<file path="src/pst_pkg.sv">
`default_nettype none

package pst_pkg;

	localparam int DEFAULT_TABLE_DEPTH = 64;

	localparam int ADDR_W     = 48;
	localparam int KEY_W      = 4 * ADDR_W;
	localparam int SESS_W     = 32;
	localparam int LIMIT_W    = 7;
	localparam int STATUS_W   = 2;
	localparam int INDEX_W    = 6;
	localparam int APB_ADDR_W = 4;
	localparam int APB_DATA_W = 32;

	localparam logic [LIMIT_W-1:0] RESET_ENTRY_LIMIT   = 7'd50;
	localparam logic [SESS_W-1:0]  RESET_RESTART_ABOVE = 32'd4;
	localparam logic [SESS_W-1:0]  RESET_RESTART_BELOW = 32'd2;

	localparam logic [1:0] REG_ENTRY_LIMIT   = 2'd0;
	localparam logic [1:0] REG_RESTART_ABOVE = 2'd1;
	localparam logic [1:0] REG_RESTART_BELOW = 2'd2;

	localparam logic [STATUS_W-1:0] STATUS_UPDATE = 2'd0;
	localparam logic [STATUS_W-1:0] STATUS_INSERT = 2'd1;
	localparam logic [STATUS_W-1:0] STATUS_FULL   = 2'd2;

	typedef struct packed {
		logic [LIMIT_W-1:0] entry_limit;
		logic [SESS_W-1:0]  restart_above;
		logic [SESS_W-1:0]  restart_below;
	} cfg_t;

	typedef struct packed {
		logic [SESS_W-1:0] prev_packets;
		logic [SESS_W-1:0] cur_packets;
		logic [SESS_W-1:0] prev_session;
		logic [SESS_W-1:0] cur_session;
	} sess_rec_t;

	typedef struct packed {
		logic load_item;
		logic rd_en;
		logic inc_idx;
		logic do_hit;
		logic do_insert;
		logic do_full;
	} cmd_t;

	typedef struct packed {
		logic n_zero;
		logic match;
		logic last;
		logic room;
		logic out_free;
	} sts_t;

endpackage

`default_nettype wire

</file>
<file path="src/pst_ctrl.sv">
`default_nettype none

module pst_ctrl (
	input  wire logic          clk,
	input  wire logic          arst_n,
	input  wire logic          item_valid,
	output logic               item_stall,
	input  wire pst_pkg::sts_t sts,
	output pst_pkg::cmd_t      cmd
);

	typedef enum logic [3:0] {
		ST_IDLE = 4'b0001,
		ST_READ = 4'b0010,
		ST_COMP = 4'b0100,
		ST_MISS = 4'b1000
	} state_t;

	state_t state_q;
	state_t state_d;

	always_ff @(posedge clk or negedge arst_n) begin
		if (!arst_n) begin
			state_q <= ST_IDLE;
		end else begin
			state_q <= state_d;
		end
	end

	assign item_stall = (state_q != ST_IDLE);

	always_comb begin
		state_d = state_q;
		cmd     = '0;
		case (state_q)
			ST_IDLE: begin
				if (item_valid) begin
					cmd.load_item = 1'b1;
					state_d = sts.n_zero ? ST_MISS : ST_READ;
				end
			end
			ST_READ: begin
				cmd.rd_en = 1'b1;
				state_d = ST_COMP;
			end
			ST_COMP: begin
				if (sts.match) begin
					if (sts.out_free) begin
						cmd.do_hit = 1'b1;
						state_d = ST_IDLE;
					end
				end else if (sts.last) begin
					state_d = ST_MISS;
				end else begin
					cmd.inc_idx = 1'b1;
					state_d = ST_READ;
				end
			end
			ST_MISS: begin
				if (sts.out_free) begin
					cmd.do_insert = sts.room;
					cmd.do_full   = !sts.room;
					state_d = ST_IDLE;
				end
			end
			default: begin
				state_d = ST_IDLE;
			end
		endcase
	end

endmodule

`default_nettype wire

</file>
<file path="config.mk">
export PLATFORM = sky130hd
export DESIGN_NAME = pst_ctrl
export DESIGN_NICKNAME = d
export VERILOG_FILES = /design/src/pst_pkg.sv /design/src/pst_ctrl.sv
export SDC_FILE = /design/constraint.sdc
export NUM_CORES = 1
export LEC_CHECK = 0
export BUFFER_PORTS_ARGS = -buffer_cell sky130_fd_sc_hd__buf_2
export CORE_AREA = 2 2 39 41
export CTS_CLUSTER_DIAMETER = 120
export DETAILED_ROUTE_END_ITERATION = 10
export DIE_AREA = 0 0 41 43
export PLACE_DENSITY = 0.48
export RECOVER_POWER = 50
export SLEW_MARGIN = 20
export SYNTH_ARGS = -nofsm -noshare
export SYNTH_HDL_FRONTEND = slang
export SYNTH_SLANG_ARGS = --single-unit
</file>
<file path="constraint.sdc">
create_clock -name clk -period 2.37 [get_ports clk]
set_clock_uncertainty 0.05 [all_clocks]
set_input_delay 0.237 -clock clk [delete_from_list [all_inputs] [get_ports clk]]
set_output_delay 0.237 -clock clk [all_outputs]
set_load 0.005 [all_outputs]
</file>
# Yosys cells after proc, flatten, opt, wreduce, memory -nomap -nowiden
# Index checks and enable logic that the tools add are counted.
[word_totals]
ff_bits = 4
in_bits = 8
output_inout_bits = 7
word_cells = 24
[classes]
n_eq_ne = 6
muxes = 16
n_reduce_logical = 1
[op_table]
columns = ["cell", "count"]
rows = [
  ["2-to-1 mux 4 bit", 5],
  ["case mux 4 bit (4 select lines)", 1],
  ["2-to-1 mux 1 bit", 7],
  ["2-to-1 mux 2 bit", 3],
  ["== test 4 x 1 -> 1 bit, second input constant", 1],
  ["== test 4 x 2 -> 1 bit, second input constant", 1],
  ["== test 4 x 3 -> 1 bit, second input constant", 1],
  ["== test 4 bit, second input constant", 1],
  ["!= test 4 x 1 -> 1 bit, second input constant", 1],
  ["!= test 2 bit, second input constant", 1],
  ["zero test 1 bit", 1],
]

# Logic depth before layout (Yosys ltp)
# Gate-level depths: netlist of run 1.
[logic_depth]
depth_word = 3
ltp_mapped = 4
mapped_depth_nobuf = 3

# Worst setup path after synthesis of run 1
# OpenSTA, ideal clock, no wires.
[synth_path]
path_kind = "flip-flop to output port"
from = "register state_q[0]"
to = "output cmd[5] (netlist bit)"
arrival_time_ps = 1275
setup_slack_ps = 808
stages_incl_launch_ff = 4
path_buffers = 1
cell_sequence = "dfstp_2 -> buf_2 -> or4b_4 -> nor2_1"
[synth_rtl]
columns = ["item", "line_no", "rtl"]
rows = [
  ["start, declared", "pst_ctrl.sv:19", "state_t state_q;"],
  ["start signal, assigned", "pst_ctrl.sv:26", "state_q <= state_d;"],
  ["end, declared", "pst_ctrl.sv:9", "output pst_pkg::cmd_t cmd"],
]

==> flow_summary.yaml, run 1 <==
status:
  status: "finished clean"
layout:
  fin_nets: 65
  largest_register: "state_q"
  area_delta_synth_final_pct: 29.08
  layout-drive-gt1-share_pct: 33.93
  largest_register_ff_count: 4
  final_cells: 72
  largestRegisters: "state_q (4)"
  diodes: 0
  finalInstanceArea_um2: 455.4
  utilization_pct: 32.91
worst_setup_path:
  cp_cell_sequence: "or4b_4, nor2_1, buf_2"
  worst-path-max-fanout: 10
  cpPeakStageDelay_ps: 660
  crit_path_start_kind: "flop"
  setup.worst_path.start: "state_q[0]$_DFFE_PN1P_"
  cp_num_buf_inv: 1
  worstPathRequired_ps: 2080
  worstReg2RegStart: "state_q[0]$_DFFE_PN1P_"
  worst_r2r_endpoint: "state_q[0]$_DFFE_PN1P_"
  path_depth: 3
  endpoint_kind: "primary output"
  cp-endpoint: "cmd[5]"
  arrival_ps: 1640
  rr_worst_depth: 3
  slowest_stage: "dfstp_1"
  path_class: "flop to primary output"
  path_delay_family: "flip-flops"
  r2r_slack_ps: 630
drt:
  drc_errors: 0
  routedWlPerCell_um: 10.58
  viasPerCell: 4.722
  via_count: 340
  wirelength_um: 762
  ant_nets: 0
  drtIter0Drc: 1
  dr.pass1.iters: 2
floorplanning:
  core_mm2: 0.001384
  design.die.area_mm2: 0.001763
  io_pins: 15
  fp-row-count: 14
  start_util_pct: 25.50
  die_y_um: 43
  die_x_um: 41
logic_synthesis:
  ys_ff_latch: 4
  synth_area_leaders: "dfrtp_1, dfstp_2, o311ai_4"
  synth.most_common_cell: "nor2_1"
  synth_cell_types: 28
  synthArstFlopShare_pct: 100.0
  synth_commonest_cells: "nor2_1, dfrtp_1, inv_1"
  netlist_area_um2: 352.8
  synth_seq_area_share_pct: 28.72
  synth_cells: 38
  synth_flop_cell: "dfrtp_1"
  syn_area_per_cell_um2: 9.285
  yosys_warnings: 0
  synth_edf_count: 0
  synth_top_cell_by_area: "dfrtp_1"
  synth_top_area_share_pct: 21.28
  synth_fp_nets: 46
grt:
  first_global_vias: 303
  grt_pass1_wl_mm: 1.269
  overflow: 0
  grtUsageTotal_pct: 11.52
  grt_max_degree: 11
  antenna_found_initial: 0
sta:
  hold_violations: 0
  rsz0062_at_grt: "false"
  max_slew.worst_pin.slew_ps: 746.3
  setup_viol: 0
  period_share_pct: 81.23
  drv_slew: 0
  tns_ps: 0
  setup_slack_ps: 444.7
  max_freq_mhz: 519.4
  min_period_ps: 1925
  slew_headroom_pct: 49.62
  hold_ws_ps: 238.5
clock_network:
  cts_max_level: 1
  insertion_delay_ps: 240
  cts-resized-gates: 0
  clock_sinks: 4
  numCtsBuffers: 3
  cts_tree: "done"
  cts_buffer_depth: 2
  clk_pin_slew_ps: 40
  root_buffer: "clkbuf_4"
  post_cts_buffers: 0
place:
  place_ws_ps: 780.6
  io_buffers: 14
  detailed_place_hpwl_um: 587.4
  place_inst: 67
  placed_area_um2: 437.9
  gp_congestion: 0.6648
power_and_ir_drop:
  switching_share_pct: 37.96
  p_int_mw: 0.2711
  power_frac_clock_pct: 21.9
  pwr-share-comb_pct: 46.2
  power_density_mw_per_mm2: 959.3
  switchingPower_mw: 0.1659
  irDropWorstVdd_mv: 0.2834
  total_power_mw: 0.4369
  p_leak_nw: 0.2357
  seqPwrFrac_pct: 31.9
run:
  max_cap_violations: 0
min_path:
  hp-class: "input pin to flop"
power by group through the flow:
stage	clock network [mW]	registers [mW]	logic, mW
after floorplan	0	0.118	0.194
after global placement	0	0.148	0.229
after detailed placement	0	0.146	0.227
after CTS	0.101	0.145	0.230
after global routing	0.106	0.147	0.221
final	0.0959	0.139	0.202
logic make-up (layout without fill, tap and decap cells):
group,Yosys count,count (layout),share of synthesized area [%]
simple gates,22,22,41.85
buf+inv,4,22,4.608
flops,4,4,28.72
compound gates,8,8,24.82
layer usage:
layer  share of wire [%]  global-route usage, %  routed length [um]  up-vias
met2                  45                  14.37                 340       12
met5                   0                      0                   0        -
li1                    -                      -                   -      175
met4                 3.7                  12.00                  28        0
met1                  44                  13.44                 334      149
met3                 7.6                  4.712                  58        4
worst reg2reg max path: cells and delay by family (launching register included):
family	cells	cell delay, ps
AO/OA/AOI/OAI	2	900
flip-flops	1	660
AND/OR/NAND/NOR	1	80
cell usage in the layout, fill, tap and decap left out:
cell,n
nand2_1,1
inv_1,3
a21boi_0,1
nand3b_1,1
and3_1,2
and3b_1,1
and2b_1,1
buf_2,13
and2_1,1
nand4b_1,1
nor2_1,4
dlygate4sd3_1,1
a22o_1,1
or3_1,1
or3b_1,1
nor4_1,1
or4b_4,1
nor2b_1,2
a21o_1,2
nand3_1,1
dfstp_1,1
o311ai_0,1
a21oi_1,1
dfrtp_1,3
clkbuf_1,2
nor3b_1,1
o21ai_0,1
clkbuf_4,3
o2bb2a_4,1
nor2_4,1
nand2b_1,1
repair_timing:
action	CTS	global route
hold buffers	1	0
endpoints found under the hold margin	4	0
setup endpoints to repair	0	0
worst min-delay path by stage:
| stage | start | slack, ps | endpoint | depth (start not counted) |
|---|---|---|---|---|
| finish | sts[2] | 240 | state_q[3]$_DFFE_PN0P_ | 3 |
| global route | sts[2] | 250 | state_q[3]$_DFFE_PN0P_ | 3 |
| CTS | sts[2] | 230 | state_q[3]$_DFFE_PN0P_ | 3 |
| detailed placement | arst_n | -6 | state_q[1]$_DFFE_PN0P_ | 1 |
| global placement | arst_n | -5 | state_q[1]$_DFFE_PN0P_ | 1 |
| floorplan | arst_n | -110 | state_q[1]$_DFFE_PN0P_ | 0 |
final cells by class:
cell class              count  area [um2]
repair buffers             15       78.83
fillers                   152       928.4
multi-input cells          30       217.7
clock buffers               4       26.28
well taps                  16       20.02
inverters                   3       11.26
flip-flops and latches      4       101.3
Note: power is estimated with default switching activity, not from simulation.
==> run 2, diff against run 1 <==
--- a/config.mk
+++ b/config.mk
@@ -5,12 +5,13 @@
 export SDC_FILE = /design/constraint.sdc
 export NUM_CORES = 1
 export LEC_CHECK = 0
+export ABC_AREA = 1
 export BUFFER_PORTS_ARGS = -buffer_cell sky130_fd_sc_hd__buf_2
 export CORE_AREA = 2 2 39 41
 export CTS_CLUSTER_DIAMETER = 120
 export DETAILED_ROUTE_END_ITERATION = 10
 export DIE_AREA = 0 0 41 43
-export PLACE_DENSITY = 0.48
+export PLACE_DENSITY = 0.46
 export RECOVER_POWER = 50
 export SLEW_MARGIN = 20
 export SYNTH_ARGS = -nofsm -noshare
==> constraint.sdc (replaced) <==
create_clock -name clk -period 1.6 [get_ports clk]
set_clock_uncertainty 0.05 [all_clocks]
set_input_delay 0.16 -clock clk [delete_from_list [all_inputs] [get_ports clk]]
set_output_delay 0.16 -clock clk [all_outputs]
set_load 0.005 [all_outputs]
==> flow_summary.yaml, run 2 <==
floorplanning:
  die_y_um: 43
  core_mm2: 0.001384
  design.die.area_mm2: 0.001763
  start_util_pct: 21.70
  die_x_um: 41
  io_pins: 15
  fp-row-count: 14
drt:
  drtIter0Drc: 12
  drc_errors: 0
  dr.pass1.iters: 4
  via_count: 329
  viasPerCell: 4.062
  ant_nets: 0
  wirelength_um: 698
  routedWlPerCell_um: 8.617
clock_network:
  root_buffer: "clkbuf_4"
  insertion_delay_ps: 240
  cts_tree: "done"
  cts_buffer_depth: 2
  cts_max_level: 1
  clock_sinks: 4
  clk_pin_slew_ps: 40
  numCtsBuffers: 3
  cts-resized-gates: 0
logic_synthesis:
  synth_fp_nets: 54
  synth_commonest_cells: "nand2_1, inv_1, nor2_1"
  synth_flop_cell: "dfrtp_1"
  synthArstFlopShare_pct: 100.0
  ys_ff_latch: 4
  netlist_area_um2: 300.3
  syn_area_per_cell_um2: 6.528
  synth_area_leaders: "dfrtp_1, nand2_1, nand3_1"
  synth_cells: 46
  synth_edf_count: 0
  synth_top_area_share_pct: 25.00
  synth_top_cell_by_area: "dfrtp_1"
  synth.most_common_cell: "nand2_1"
  yosys_warnings: 0
  synth_seq_area_share_pct: 33.75
  synth_cell_types: 14
run:
  max_cap_violations: 0
power_and_ir_drop:
  irDropWorstVdd_mv: 0.3078
  power_density_mw_per_mm2: 1405
  p_leak_nw: 0.2443
layout:
  largest_register_ff_count: 4
  fin_nets: 74
  area_delta_synth_final_pct: 41.67
  layout-drive-gt1-share_pct: 33.85
  ff_latch_area_um2: 101.3
  largest_register: "state_q"
  fillers: 163
  finalInstanceArea_um2: 425.4
  multi_input_area_um2: 168.9
  diodes: 0
  largestRegisters: "state_q (4)"
  final_common_cell: "buf_2"
  final_cell_mix: "buf_2, nand2_1, inv_1, nor2_1, nand3_1"
sta:
  period_share_pct: 90.78
  min_period_ps: 1453
  setup_viol: 0
  slew_headroom_pct: 86.08
  hold_violations: 0
  rsz0062_at_grt: "false"
  drv_slew: 0
  tns_ps: 0
  max_slew.worst_pin.slew_ps: 208.9
  max_freq_mhz: 688.5
place:
  detailed_place_hpwl_um: 601.5
  io_buffers: 14
  gp_congestion: 0.7134
  placed_area_um2: 390.4
worst_setup_path:
  path_class: "flop to primary output"
  worstPathRequired_ps: 1390
  worst-path-max-fanout: 5
  arrival_ps: 1240
  crit_path_start_kind: "flop"
  endpoint_kind: "primary output"
grt:
  antenna_found_initial: 0
  grt_max_degree: 6
  grt_pass1_wl_um: 986
  grtUsageTotal_pct: 8.880
  first_global_vias: 233
  overflow: 0
min_path:
  hp-class: "input pin to flop"
status:
  status: "finished clean"
## run 2: final timing paths
| kind | start | end | slack (ps) | depth (start not counted) |
|---|---|---|---|---|
| max in group asynchronous | arst_n | state_q[0]$_DFFE_PN1P_ | 1020 | 2 |
| worst max register to register | state_q[0]$_DFFE_PN1P_ | state_q[1]$_DFFE_PN0P_ | 410 | 5 |
| min in group asynchronous | arst_n | state_q[2]$_DFFE_PN0P_ | 230 | 2 |
| worst min register to register | state_q[3]$_DFFE_PN0P_ | state_q[1]$_DFFE_PN0P_ | 600 | 3 |
| worst max-delay path | state_q[2]$_DFFE_PN0P_ | cmd[4] | 150 | 4 |
| worst min-delay path | item_valid | state_q[3]$_DFFE_PN0P_ | 170 | 3 |
## run 2: through the flow
step,power (mW),hold slack (ps),std cells,worst slack (ps),utilization [%]
4_1_cts,0.6109,171.2,81,120.2,30.83
6_report,0.5977,165.2,81,147.5,30.74
5_1_grt,0.6614,176.7,81,28.55,30.74
3_3_place_gp,0.4693,-83.67,76,389.2,28.21
2_1_floorplan,0.3741,-185.6,46,461.6,-
3_5_place_dp,0.4679,-81.31,76,369.9,28.21
## run 2: timing repair
action,4_1_cts,5_1_grt
hold buffers,1,0
setup buffers,0,0
endpoints found under the hold margin,4,0
## run 2: final cells by class
cell class                      instances  area share, %
Multi-Input combinational cell         34          39.71
Sequential cell                         4          23.82
Clock buffer                            4          6.176
Timing Repair Buffer                   15          18.53
Tap cell                               16          4.706
Inverter                                8          7.059
## run 2: worst max-delay path, cell delays in order (launching register included)
cell,delay (ps)
dfrtp_1,440
nor2_2,220
nand3_1,170
inv_1,80
buf_2,100
## run 2: metal layers
layer	share of wire [%]	routed length [um]	track usage (%)
met4	0	0	8.000
met3	4.3	30	3.141
met2	52	363	11.56
met5	0	0	0
met1	44	304	10.78
## run 2: logic make-up (layout without fill, tap and decap cells)
family / Yosys count / in the layout / share of synthesized area, %
compound gates: 3 / 3 / 4.995
simple gates: 31 / 31 / 51.25
flops: 4 / 4 / 33.75
buf+inv: 8 / 27 / 10.00
## run 2: report_power, final
group          switching (mW)  leakage [nW]  total, mW  internal [mW]
Clock                  0.0434        0.0150      0.137         0.0937
Sequential             0.0433        0.0507      0.190          0.147
Combinational           0.164         0.179      0.271          0.106
Total                   0.251         0.244      0.598          0.346
