**config.mk**
```make
export PLATFORM = sky130hd
export DESIGN_NAME = pst_cfg
export DESIGN_NICKNAME = d
export VERILOG_FILES = /design/src/pst_pkg.sv /design/src/pst_cfg.sv
export SDC_FILE = /design/constraint.sdc
export NUM_CORES = 1
export LEC_CHECK = 0
export BUFFER_PORTS_ARGS = -buffer_cell sky130_fd_sc_hd__buf_2
export CORE_MARGIN = 2
export CORE_UTILIZATION = 43
export CTS_CLUSTER_SIZE = 14
export DETAILED_ROUTE_END_ITERATION = 7
export PLACE_DENSITY_LB_ADDON = 0.2
export SLEW_MARGIN = 20
export SYNTH_ARGS = -nofsm -noshare
export SYNTH_HDL_FRONTEND = slang
export SYNTH_SLANG_ARGS = --single-unit
```
**constraint.sdc**
```tcl
create_clock -name clk -period 1.48 [get_ports clk]
set_input_delay 0.296 -clock clk [delete_from_list [all_inputs] [get_ports clk]]
set_output_delay 0.296 -clock clk [all_outputs]
set_load 0.005 [all_outputs]
```
**src/pst_pkg.sv**
```systemverilog
`default_nettype none

package pst_pkg;

	localparam int DEFAULT_TABLE_DEPTH = 64;

	localparam int ADDR_W     = 48;
	localparam int KEY_W      = 4 * ADDR_W;
	localparam int SESS_W     = 32;
	localparam int LIMIT_W    = 7;
	localparam int STATUS_W   = 2;
	localparam int INDEX_W    = 6;
	localparam int APB_ADDR_W = 4;
	localparam int APB_DATA_W = 32;

	localparam logic [LIMIT_W-1:0] RESET_ENTRY_LIMIT   = 7'd50;
	localparam logic [SESS_W-1:0]  RESET_RESTART_ABOVE = 32'd4;
	localparam logic [SESS_W-1:0]  RESET_RESTART_BELOW = 32'd2;

	localparam logic [1:0] REG_ENTRY_LIMIT   = 2'd0;
	localparam logic [1:0] REG_RESTART_ABOVE = 2'd1;
	localparam logic [1:0] REG_RESTART_BELOW = 2'd2;

	localparam logic [STATUS_W-1:0] STATUS_UPDATE = 2'd0;
	localparam logic [STATUS_W-1:0] STATUS_INSERT = 2'd1;
	localparam logic [STATUS_W-1:0] STATUS_FULL   = 2'd2;

	typedef struct packed {
		logic [LIMIT_W-1:0] entry_limit;
		logic [SESS_W-1:0]  restart_above;
		logic [SESS_W-1:0]  restart_below;
	} cfg_t;

	typedef struct packed {
		logic [SESS_W-1:0] prev_packets;
		logic [SESS_W-1:0] cur_packets;
		logic [SESS_W-1:0] prev_session;
		logic [SESS_W-1:0] cur_session;
	} sess_rec_t;

	typedef struct packed {
		logic load_item;
		logic rd_en;
		logic inc_idx;
		logic do_hit;
		logic do_insert;
		logic do_full;
	} cmd_t;

	typedef struct packed {
		logic n_zero;
		logic match;
		logic last;
		logic room;
		logic out_free;
	} sts_t;

endpackage

`default_nettype wire

```
**src/pst_cfg.sv**
```systemverilog
`default_nettype none

module pst_cfg (
	input  wire logic                             clk,
	input  wire logic                             arst_n,
	input  wire logic                             psel,
	input  wire logic                             penable,
	input  wire logic                             pwrite,
	input  wire logic [pst_pkg::APB_ADDR_W-1:0]   paddr,
	input  wire logic [pst_pkg::APB_DATA_W-1:0]   pwdata,
	output logic      [pst_pkg::APB_DATA_W-1:0]   prdata,
	output logic                                  pready,
	output pst_pkg::cfg_t                         cfg
);

	logic [pst_pkg::LIMIT_W-1:0] entry_limit_q;
	logic [pst_pkg::SESS_W-1:0]  restart_above_q;
	logic [pst_pkg::SESS_W-1:0]  restart_below_q;
	logic                        wr_en;
	logic [1:0]                  reg_idx;

	assign pready  = 1'b1;
	assign wr_en   = psel && penable && pwrite;
	assign reg_idx = paddr[3:2];

	always_ff @(posedge clk or negedge arst_n) begin
		if (!arst_n) begin
			entry_limit_q   <= pst_pkg::RESET_ENTRY_LIMIT;
			restart_above_q <= pst_pkg::RESET_RESTART_ABOVE;
			restart_below_q <= pst_pkg::RESET_RESTART_BELOW;
		end else if (wr_en) begin
			case (reg_idx)
				pst_pkg::REG_ENTRY_LIMIT: begin
					entry_limit_q <= pwdata[pst_pkg::LIMIT_W-1:0];
				end
				pst_pkg::REG_RESTART_ABOVE: begin
					restart_above_q <= pwdata;
				end
				pst_pkg::REG_RESTART_BELOW: begin
					restart_below_q <= pwdata;
				end
				default: begin
				end
			endcase
		end
	end

	always_comb begin
		case (reg_idx)
			pst_pkg::REG_ENTRY_LIMIT: begin
				prdata = pst_pkg::APB_DATA_W'(entry_limit_q);
			end
			pst_pkg::REG_RESTART_ABOVE: begin
				prdata = restart_above_q;
			end
			pst_pkg::REG_RESTART_BELOW: begin
				prdata = restart_below_q;
			end
			default: begin
				prdata = '0;
			end
		endcase
	end

	assign cfg.entry_limit   = entry_limit_q;
	assign cfg.restart_above = restart_above_q;
	assign cfg.restart_below = restart_below_q;

endmodule

`default_nettype wire

```
### Word-level counts from Yosys, hierarchy flattened

Cells that the tools add are included.

| operators by class | value |
|---|---|
| multipliers | 0 |
| eq/ne operators | 2 |
| multiplexer cells | 1 |
| $lt $le $gt $ge | 0 |
| add/subtract/negate cells | 0 |
| divide/modulo/power cells | 0 |
| reduce and logical (&&, ||, !) cells | 6 |
| shifts and indexed selects | 0 |
| bitwise gates (word level) | 0 |

Operators by type and width:

| kind | number |
|---|---|
| case mux 32 bit (3 select lines) | 1 |
| AND reduction 2 bit | 3 |
| equality test 2 x 1 -> 1 bit (second input constant) | 1 |
| equality test 2 bit (second input constant) | 1 |
| logical AND 1 bit | 2 |
| logical NOT 2 bit | 1 |

| storage, ports and cells | value |
|---|---|
| memory bits (read-only) | 0 |
| memories kept | 0 |
| register bits after elaboration | 71 |
| bits in writable memories | 0 |
| logic and storage cells | 12 |
| output and inout port bits | 104 |
| bits in latches | 0 |
| bits of input ports | 41 |

### Depth between registers and ports, before layout

Gate-level depths: netlist of run 1.

| logic depth | value |
|---|---|
| depth after elaboration | 3 |
| gate-level depth with buffers | 6 |

### Worst setup path after synthesis of run 1

Ideal clock, no wire load.

| timing | value |
|---|---|
| kind | input to output |
| start point | in paddr[2] (netlist bit) |
| end point | out prdata[10] (netlist bit) |
| path slack | 0.011 ns |
| stages | 5 |
| arrival time | 1.173 ns |
| cells stage by stage | buf_4 > nor2b_1 > clkbuf_1 > buf_2 > a22o_1 |

| on the way | value |
|---|---|
| longest elaborated chain between the ends | 2 |
| elaborated cells between the ends (all ways) | 4 |
| classes of those cells | eq/ne (2); mux (1); reduce/logical (1) |

RTL lines:

| element | RTL line | RTL |
|---|---|---|
| start: declaration | pst_cfg.sv:9 | `input wire logic [pst_pkg::APB_ADDR_W-1:0] paddr,` |
| equality test 2 bit (tied with other cells) | pst_cfg.sv:49 | `case (reg_idx)` |
| case mux 32 bit (3 select lines) * | pst_cfg.sv:49 |  |
| end: declaration | pst_cfg.sv:11 | `output logic [pst_pkg::APB_DATA_W-1:0] prdata,` |

Mark *: on every way between the ends. The rest lies on a longest branch, timed or not.

### Worst setup path in the final report of run 1

| timing | value |
|---|---|
| start point | reg entry_limit_q[1] (netlist bit) |
| end point | out prdata[1] (netlist bit) |

| on the way | value |
|---|---|
| longest elaborated chain between the ends | 1 |

RTL lines:

| element | RTL line | RTL |
|---|---|---|
| start: declaration | pst_cfg.sv:16 | `logic [pst_pkg::LIMIT_W-1:0] entry_limit_q;` |
| start signal: assignment | pst_cfg.sv:28 | `entry_limit_q <= pst_pkg::RESET_ENTRY_LIMIT;` |
| start signal: assignment | pst_cfg.sv:34 | `entry_limit_q <= pwdata[pst_pkg::LIMIT_W-1:0];` |
| case mux 32 bit (3 select lines) | pst_cfg.sv:49 |  |

No other way between the ends.

==> metrics.cfg, run 1 <==
[clocking]
cts_buffers=9
cts_root_buf=clkbuf_8
path_clk_slew_ns=0.07
numClockSinks=71
clock_latency_ns=0.33
htreeDepth=3
cts.path.max_buffers=2
cts_tree=done

[drt]
drt_first_pass_iters=4
drc=0
via_per_inst=4.96
wl_mm=7.83
drtIter0Drc=77
routed-via-count=2377
drtAntennaViolNets=0
drt-wirelength-per-cell_um=16.4

[global_route]
grt-ovfl-total=0
antenna_found_initial=0
grt_start_max_net_pins=72
grtUsageTotal_pct=19.7
grt_pass1_vias=2376
grt_pass1_wl_mm=12.7

[hold_path]
worstHoldPathType=in -> reg
min_path_cells=2
hp-start=pwdata[20]
hold_end=restart_above_q[20]

[finish]
regArea_mm2=0.00178
syn_to_final_growth_pct=39.6
nNetsFinal=416
diodes=0
multi_input_area_mm2=0.00134
drive_above_1_share_pct=69.5
fillers=600

[logic_synthesis]
synth.area.top_cells=dfrtp_1, mux2_2, mux2_4, a22o_1, dfstp_2
syn_avg_cell_area_um2=15.3
synth_cell_types=19
synth.top_cell.area_share_pct=50.8
yosysWarnings=0
yosys_most_used_dff=dfrtp_1
synth_area_mm2=0.00325
post-synth-top-area-cell=dfrtp_1
syn_inst=212
yosys_register_bits=71
ys_async_sr_fraction_pct=100
syn-num-nets=253
yosysSeqAreaShare_pct=54.9
synthMostInstantiatedCell=dfrtp_1
yosys-top-cells-count=dfrtp_1, mux2_2, mux2_4
synth_edf_count=0

[setup_path]
cp_max_fo=2
cp-end-kind=output pin
rr_endpoint=restart_above_q[0]
required_ns=1.18
rrSetupSlack_ns=0.57
worstPathArrival_ns=1.18
reg2regPathDepth=2
critical_path_class=reg -> out
start_kind=flip-flop
r2r_start=restart_above_q[0]

[sta]
drv_slew=0
period_share_pct=99.9
skew_ns=0
hold_violations=0
finalCriticalPeriod_ns=1.48
fmax_mhz=677
holdWs_ns=0.207
rsz0062_at_grt=yes
setup_viol=0

[floorplanning]
start_util_pct=44.5
die_w_um=90.9
dieArea_mm2=0.00826
coreArea_mm2=0.00729
die_h_um=90.9
fp-row-count=31
ios=145

[flow_run]
cap_violations=0

[run_status]
outcome=completed

[placed_design]
routabilityCongestion=0.711
hpwl_mm=5.08
io_buffers=141

[pwr]
power.total_mw=6.14
peakVddDrop_uv=711
leakagePower_nw=2.41
powerDensity_mw_per_mm2=1350

-- critical path, cell delays in order (launching register included) --
cell and delay (ns):
dfstp_2 0.54, mux2i_1 0.06, o21ai_1 0.13, buf_2 0.12
-- per-stage QoR --
stage          setup WS (ns)  instance area (µm²)  util (%)  setup TNS [ns]  std cells
3_5_place_dp          -0.170                 4130      56.7           -8.67        452
3_3_place_gp          -0.156                 4130      56.7           -7.71        452
6_report             0.00196                 4530      62.2               0        479
4_1_cts              -0.0292                 4530      62.1          -0.524        479
5_1_grt              -0.0878                 4530      62.2          -0.293        479
2_1_floorplan         0.0112                 3250         -               0        212
-- timing repair --
item                                   in CTS  in global routing
setup buffers                               7                  1
pin swaps                                   1                  2
setup endpoints to repair                  31                 32
gates resized for setup                    17                  4
hold buffers                                1                  0
gates cloned                                4                  0
endpoints found under the hold margin      12                  0
-- flip-flops by register name, indices dropped and copies added (netlist names) --
register	count
restart_below_q	32
restart_above_q	32
entry_limit_q	7
-- power breakdown --
group	internal, mW	switching, mW	leakage [nW]
clock	1.04	0.681	0.114
sequential	2.42	0.359	0.862
combinational	1.06	0.579	1.43
total	4.52	1.62	2.41
-- worst max-delay path by stage --
stage,startpoint,endpoint,slack (ns),cells after the start
6_report,entry_limit_q[1],prdata[1],0.002,3
5_1_grt,restart_above_q[2],prdata[2],-0.09,3
4_1_cts,paddr[3],prdata[31],-0.03,7
3_5_place_dp,pwrite,restart_above_q[13],-0.17,5
3_3_place_gp,pwrite,restart_above_q[25],-0.16,5
2_1_floorplan,paddr[2],prdata[10],0.01,5
-- cells by family (layout without fill, tap and decap cells) --
family / Yosys count / after routing / synth area share, %
other cells: 1 / 1 / 0.115
mux: 78 / 78 / 30.2
compound gates: 32 / 32 / 7.82
buf+inv: 17 / 185 / 4.47
flops: 71 / 71 / 54.9
simple gates: 13 / 13 / 2.47
-- area by class of cell --
cell class,count,share of cell area (%)
sequential,71,39.3
clock buffer,13,3.51
multi-input combinational,124,29.6
clock inverter,3,1.44
timing repair buffer,169,23.4
tap,99,2.73
-- layer usage --
metal	vias to the layer above	track usage [%]	part of all wire, %
met4	0	4.42	0.83
met2	89	31.3	47
met3	7	5.68	6.1
met5	-	0	0
met1	1180	27.1	46
li1	1101	-	-
-- placed cells by master, fill, tap and decap left out, types with 2 or more instances in the layout --
| master | n |
|---|---|
| nor2b_4 | 2 |
| nand2_1 | 7 |
| buf_6 | 4 |
| mux2i_1 | 7 |
| mux2_4 | 30 |
| bufinv_16 | 2 |
| buf_12 | 4 |
| o21ai_1 | 6 |
| buf_16 | 2 |
| buf_4 | 17 |
| a22o_1 | 25 |
| clkbuf_1 | 2 |
| dfrtp_1 | 66 |
| dfstp_2 | 5 |
| mux2_2 | 41 |
| clkbuf_8 | 11 |
| buf_2 | 139 |
(Power assumes the default switching activity.)
==> run 2, diff against run 1 <==
Settings changed: CORE_ASPECT_RATIO set to 1.75.
==> run 2 against run 1 <==
The run now ends with setup timing left. Die area up 0.34%. Global-route usage down 0.38 points. Count of clock-buffer cells in the layout down 3. Sequential cell count unchanged. Critical path depth up 4. Wire length up 2.3%. Sequential power about the same. Non-clock buffer count down 4.
==> metrics.cfg, run 2 (synthesis gave the netlist of run 1 again) <==
[drt]
wl_mm=8.01  ; was 7.83 mm
drt-wirelength-per-cell_um=17.2  ; was 16.4 µm
drtIter0Drc=108  ; was 77
drc=0  ; unchanged
drtAntennaViolNets=0  ; unchanged
drt_first_pass_iters=4  ; unchanged
routed-via-count=2401  ; was 2,377
via_per_inst=5.16  ; was 4.96

[setup_path]
crit_family=buffers and inverters  ; was flip-flops
critical_path_class=in -> out  ; was reg -> out
critical-path-slowest-cell=a22o_1  ; was dfstp_2
max_stage_delay_ns=0.20  ; was 0.54 ns
rr_endpoint=restart_below_q[0]  ; was restart_above_q[0]
cp-end-kind=output pin  ; unchanged
start_kind=input pin  ; was flip-flop
r2r_start=restart_below_q[0]  ; was restart_above_q[0]
worstPathArrival_ns=1.23  ; was 1.18 ns
crit_chain=buf_12 > buf_6 > nor2b_4 > buf_6 > buf_8 > a22o_1 > buf_2  ; was mux2i_1 > o21ai_1 > buf_2
cp_max_fo=6  ; was 2
reg2regPathDepth=1  ; was 2
crit_buf_inv=5  ; was 1
required_ns=1.18  ; about the same
rrSetupSlack_ns=0.65  ; was 0.57 ns
cp_common_cell=buf_6

[global_route]
grt-ovfl-total=0  ; unchanged
antenna_found_initial=0  ; unchanged
grt_pass1_wl_mm=12.2  ; was 12.7 mm
grtUsageTotal_pct=19.4  ; was 19.7%
grt_pass1_vias=2340  ; was 2,376
grt_start_max_net_pins=72  ; unchanged

[clocking]
cts.path.max_buffers=2  ; unchanged
clock_latency_ns=0.33  ; about the same
htreeDepth=3  ; unchanged
cts_buffers=9  ; unchanged
cts_root_buf=clkbuf_16  ; was clkbuf_8
cts_tree=done  ; unchanged
numClockSinks=71  ; unchanged
path_clk_slew_ns=0.05  ; was 0.07 ns

[pwr]
peakVddDrop_uv=898  ; was 711 µV
seqPwrFrac_pct=42.7  ; was 45.2%
clock_power_share_pct=32.4  ; was 28.0%
intPower_mw=4.81  ; was 4.52 mW
switching_power_mw=1.74  ; was 1.62 mW
switching_share_pct=26.5  ; was 26.4%
powerDensity_mw_per_mm2=1420  ; was 1350 mW/mm²
share_comb_of_total_power_pct=24.8  ; was 26.7%
leakagePower_nw=2.45  ; was 2.41 nW

[flow_run]
cap_violations=0  ; unchanged

[finish]
reg_top3=restart_above_q x32, restart_below_q x32, entry_limit_q x7  ; unchanged
stdcell_count=465  ; was 479
layout_commonest_cell=buf_2  ; unchanged
syn_to_final_growth_pct=42.3  ; was 39.6%
drive_above_1_share_pct=70.8  ; was 69.5%
nNetsFinal=413  ; was 416
fillers=629  ; was 600
diodes=0  ; unchanged
final_cell_mix=buf_2, dfrtp_1, mux2_2, mux2_4, a22o_1  ; unchanged

[sta]
setup_viol=22  ; was 0
drv_slew=0  ; unchanged
finalWorstSetupSlack_ns=-0.0485  ; was 0.00196 ns
rsz0062_at_grt=yes  ; unchanged
period_share_pct=103  ; was 99.9%
finalCriticalPeriod_ns=1.53  ; was 1.48 ns
skew_ns=0  ; unchanged
hold_violations=0  ; unchanged
fmax_mhz=654  ; was 677 MHz

[placed_design]
dp_cells=436  ; was 452
io_buffers=141  ; unchanged
hpwl_mm=5.23  ; was 5.08 mm
preCtsSetupSlack_ns=-0.553  ; was -0.170 ns
routabilityCongestion=0.742  ; was 0.711

[run_status]
violations=setup timing
outcome=finished, violations left  ; was completed

[hold_path]
hp-start=pwdata[21]  ; was pwdata[20]
hold_end=restart_above_q[21]  ; was restart_above_q[20]
min_path_cells=2  ; unchanged
worstHoldPathType=in -> reg  ; unchanged

[floorplanning]
ios=145  ; unchanged
die_h_um=119  ; was 90.9 µm
coreArea_mm2=0.00746  ; was 0.00729 mm²
start_util_pct=43.5  ; was 44.5%
die_w_um=69.7  ; was 90.9 µm
fp-row-count=42  ; was 31
dieArea_mm2=0.00829  ; was 0.00826 mm²

## run 2: worst max path at each step
| stage | startpoint | to | slack [ns] | cells past startpoint |
|---|---|---|---|---|
| after global placement | paddr[2] | prdata[28] | -0.47 | 4 |
| after CTS | paddr[3] | prdata[27] | -0.05 | 7 |
| after detailed placement | paddr[2] | prdata[9] | -0.55 | 4 |
| after global routing | paddr[2] | prdata[27] | -0.08 | 7 |
| after floorplan | paddr[2] | prdata[10] | 0.01 | 5 |
| final | paddr[3] | prdata[28] | -0.05 | 7 |
## run 2: per-stage QoR
stage	TNS, ns	hold WS [ns]	utilization [%]	area [µm²]	power [mW]
2_1_floorplan	0	0.000409	-	3250	3.53
3_3_place_gp	-24.48	0.352	54.7	4080	4.32
3_5_place_dp	-26.01	0.350	54.7	4080	4.36
4_1_cts	-0.697	0.196	61.9	4620	6.61
5_1_grt	-1.51	0.202	61.9	4620	6.87
6_report	-0.418	0.206	61.9	4620	6.55
## run 2: power groups by stage
| stage | clock, mW | sequential, mW | combinational (mW) |
|---|---|---|---|
| detailed placement | 0 | 2.82 | 1.54 |
| CTS | 2.17 | 2.79 | 1.64 |
| global route | 2.25 | 2.86 | 1.76 |
| floorplan | 0 | 2.80 | 0.729 |
| finish | 2.12 | 2.80 | 1.63 |
| global placement | 0 | 2.80 | 1.51 |
## run 2: area by class of cell
type                       instances  area (µm²)  area share (%)
clock inverter                     6        60.1            1.30
clock buffer                      10         239            5.17
multi-input combinational        125        1370            29.7
tap                               88         110            2.38
timing repair buffer             165        1060            22.8
sequential                        71        1780            38.6
## run 2: layer usage
layer  vias up  wire length, µm  global-route usage, %
li1       1091                -                      -
met1      1218             3270                   23.6
met2        82             4250                   33.0
met3        10              368                   4.06
met4         0              124                   8.41
met5         -                0                      0
## run 2: what timing repair did
item,CTS,global route
hold endpoints to repair,27,0
setup endpoints to repair,32,59
setup buffers,10,0
pin swaps,4,4
hold buffers,1,0
cloned,3,0
gates resized for setup,30,4
==> run 3, diff against run 2 <==
Settings changed: ABC_AREA set to 1.
==> run 3 against run 2 <==
The run ends with hold timing left. Cell area is 5.0% lower. Power is 7.2% lower. Synthesized area is 0.62% higher. Worst setup slack better by 0.13 ns. Clock skew stayed put. Sequential power is 4% lower. Hold slack worse by 0.21 ns. Non-clock buffer count is 12 lower. Synthesized cell count is 100% higher. Sequential share of layout area is 2.0 points higher. Maximum frequency is 9.4% higher. First-iteration DRC count is 82% higher. Critical path type is now reg -> out. Critical endpoint is now prdata[1]. Largest cell class unchanged. Largest power group unchanged.
==> metrics.cfg, run 3 <==
[global_route]
grt-ovfl-total=0  ; unchanged
grt_start_max_net_pins=72  ; unchanged
grt_pass1_vias=2856  ; was 2,340
grtUsageTotal_pct=21.1  ; was 19.4%
antenna_found_initial=0  ; unchanged
grt_pass1_wl_mm=14.0  ; was 12.2 mm

[floorplanning]
fp-row-count=42  ; unchanged
ios=145  ; unchanged
start_util_pct=43.8  ; was 43.5%
dieArea_mm2=0.00834  ; was 0.00829 mm²
coreArea_mm2=0.00746  ; unchanged
die_h_um=119  ; about the same
die_w_um=69.9  ; was 69.7 µm

[logic_synthesis]
synth_top_family_by_area=simple AND/OR/NAND/NOR gates  ; was multiplexers
syn-num-nets=466  ; was 253
synth-adder-area-share_pct=0  ; unchanged
synthMostInstantiatedCell=nand2_1  ; was dfrtp_1
ys_async_sr_fraction_pct=100  ; unchanged
synth_compound_area_share_pct=0  ; was 7.82%
synthSimpleGateAreaFrac_pct=40.4  ; was 2.47%
yosysWarnings=0  ; unchanged
yosys-top-cells-count=nand2_1, dfrtp_1, nand2_2  ; was dfrtp_1, mux2_2, mux2_4
synth_edf_count=0  ; unchanged
synth_cell_types=16  ; was 19
synthMuxAreaShare_pct=0  ; was 30.2%
synth.area.top_cells=dfrtp_1, nand2_1, dfstp_2, nand2_2, buf_6  ; was dfrtp_1, mux2_2, mux2_4, a22o_1, dfstp_2
syn_avg_cell_area_um2=7.69  ; was 15.3 µm²
post-synth-top-area-cell=dfrtp_1  ; unchanged
synth_area_mm2=0.00327  ; was 0.00325 mm²
yosysSeqAreaShare_pct=54.6  ; was 54.9%
synth-xor-area-share_pct=0  ; unchanged
yosys_register_bits=71  ; unchanged
syn_inst=425  ; was 212
synth.top_cell.area_share_pct=50.5  ; was 50.8%
yosys_most_used_dff=dfrtp_1  ; unchanged

[finish]
multi_input_area_mm2=0.00132  ; was 0.00137 mm²
final_cell_mix=nand2_1, buf_2, dfrtp_1, nand2_2, clkbuf_16  ; was buf_2, dfrtp_1, mux2_2, mux2_4, a22o_1
fillers=696  ; was 629
syn_to_final_growth_pct=34.4  ; was 42.3%
stdcell_count=663  ; was 465
layout_commonest_cell=nand2_1  ; was buf_2
final_area_mm2=0.00439  ; was 0.00462 mm²
utilization_pct=58.9  ; was 61.9%
regArea_mm2=0.00178  ; unchanged
drive_above_1_share_pct=33.9  ; was 70.8%
diodes=0  ; unchanged
nNetsFinal=611  ; was 413
reg_top3=restart_above_q x32, restart_below_q x32, entry_limit_q x7  ; unchanged

[placed_design]
routabilityCongestion=0.798  ; was 0.742
preCtsSetupSlack_ns=0.0449  ; was -0.553 ns
hpwl_mm=6.02  ; was 5.23 mm
io_buffers=141  ; unchanged
placed_cell_area_mm2=0.00408  ; about the same
dp_cells=647  ; was 436

[clocking]
clock_latency_ns=0.32  ; was 0.33 ns
htreeDepth=3  ; unchanged
path_clk_slew_ns=0.05  ; about the same
cts_tree=done  ; unchanged
cts.path.max_buffers=2  ; unchanged
cts_root_buf=clkbuf_16  ; unchanged
cts_resized=0  ; was 30
cts_hold_buf=0  ; was 1
numClockSinks=71  ; unchanged
cts_buffers=9  ; unchanged
cts_setup_buffers=0  ; was 10

[hold_path]
worstHoldPathType=in -> async  ; was in -> reg

[drt]
via_per_inst=4.68  ; was 5.16
drtIter0Drc=197  ; was 108
drtAntennaViolNets=0  ; unchanged
wl_mm=8.47  ; was 8.01 mm
drc=0  ; unchanged
drt_first_pass_iters=4  ; unchanged
routed-via-count=3101  ; was 2,401
drt-wirelength-per-cell_um=12.8  ; was 17.2 µm

[sta]
finalSetupTns_ns=0  ; was -0.418 ns
period_share_pct=94.4  ; was 103%
finalCriticalPeriod_ns=1.40  ; was 1.53 ns
setup_viol=0  ; was 22
rsz0062_at_grt=yes  ; unchanged
holdWs_ns=-0.00870  ; was 0.206 ns
hold_violations=6  ; was 0
skew_ns=0  ; unchanged
finalWorstSetupSlack_ns=0.0831  ; was -0.0485 ns
fmax_mhz=716  ; was 654 MHz
drv_slew=0  ; unchanged

[setup_path]
cp-end-kind=output pin  ; unchanged
cp_max_fo=3  ; was 6
start_kind=flip-flop  ; was input pin
required_ns=1.18  ; about the same
crit_chain=nand2_1 > nand3_1 > buf_2  ; was buf_12 > buf_6 > nor2b_4 > buf_6 > buf_8 > a22o_1 > buf_2
crit_family=flip-flops  ; was buffers and inverters
max_stage_delay_ns=0.54  ; was 0.20 ns
crit_buf_inv=1  ; was 5
critical_path_class=reg -> out  ; was in -> out
worstPathArrival_ns=1.10  ; was 1.23 ns
critical-path-slowest-cell=dfstp_2  ; was a22o_1

[pwr]
powerDensity_mw_per_mm2=1380  ; was 1420 mW/mm²
leakagePower_nw=2.70  ; was 2.45 nW
peakVddDrop_uv=923  ; was 898 µV

[run_status]
outcome=finished, violations left  ; unchanged
violations=hold timing  ; was setup timing

[flow_run]
cap_violations=0  ; unchanged

[run 3: cell count changes after synthesis, moves of 4 or more]
| cell | change |
|---|---|
| buf_6 | +5 |
| nand2_2 | +12 |
| o21ai_0 | -7 |
| mux2_2 | -41 |
| mux2i_1 | -7 |
| nand2_1 | +295 |
| nand3_1 | +7 |
| mux2_4 | -30 |
| a22o_1 | -25 |
| buf_2 | +4 |
[run 3: per-layer routing]
layer  vias up  global-route usage (%)  part of all wire (%)
met4         0                    6.25                   1.0
met5         -                       0                     0
met2       112                    36.4                    52
met1      1417                    26.5                    42
li1       1565                       -                     -
met3         7                    4.65                   5.6
[run 3: where the power goes]
part / internal [mW] / switching (mW)
registers: 2.36 / 0.330
logic: 0.602 / 0.616
clock network: 1.44 / 0.725
total: 4.40 / 1.67
[run 3: area by class of cell]
class,instances,share of cell area (%)
clock buffers,13,6.15
well taps,88,2.51
repair buffers,153,19.3
flip-flops and latches,71,40.6
inverters,5,0.427
multi-input cells,330,30.1
clock inverters,3,0.912
[run 3: final timing paths]
check,cells past startpoint,slack [ns],endpoint,from
worst max-delay path,3,0.08,prdata[1],entry_limit_q[1]
worst min register to register,2,0.47,restart_below_q[1],restart_below_q[1]
max in group asynchronous,2,1.14,restart_below_q[1],arst_n
worst min-delay path,2,-0.009,restart_below_q[0],arst_n
worst max register to register,2,0.76,restart_above_q[2],restart_above_q[2]
min in group clk,3,0.19,restart_below_q[13],pwdata[13]
[run 3: metrics by stage]
stage,hold slack [ns],power [mW]
floorplan,0.000409,3.21
global placement,0.344,3.92
detailed placement,0.352,3.96
CTS,0.00596,6.15
global route,0.00326,6.43
finish,-0.00870,6.07
[run 3: worst register-to-register path, cell delays in order (launching register included)]
cell,delay [ns]
dfstp_2,0.54
nand2_1,0.05
nand2_1,0.07
[run 3: cells by family (layout without fill, tap and decap cells)]
| kind of cell | Yosys count | in the layout |
|---|---|---|
| buf+inv | 24 | 174 |
| flops | 71 | 71 |
| other cells | 1 | 1 |
| simple gates | 329 | 329 |
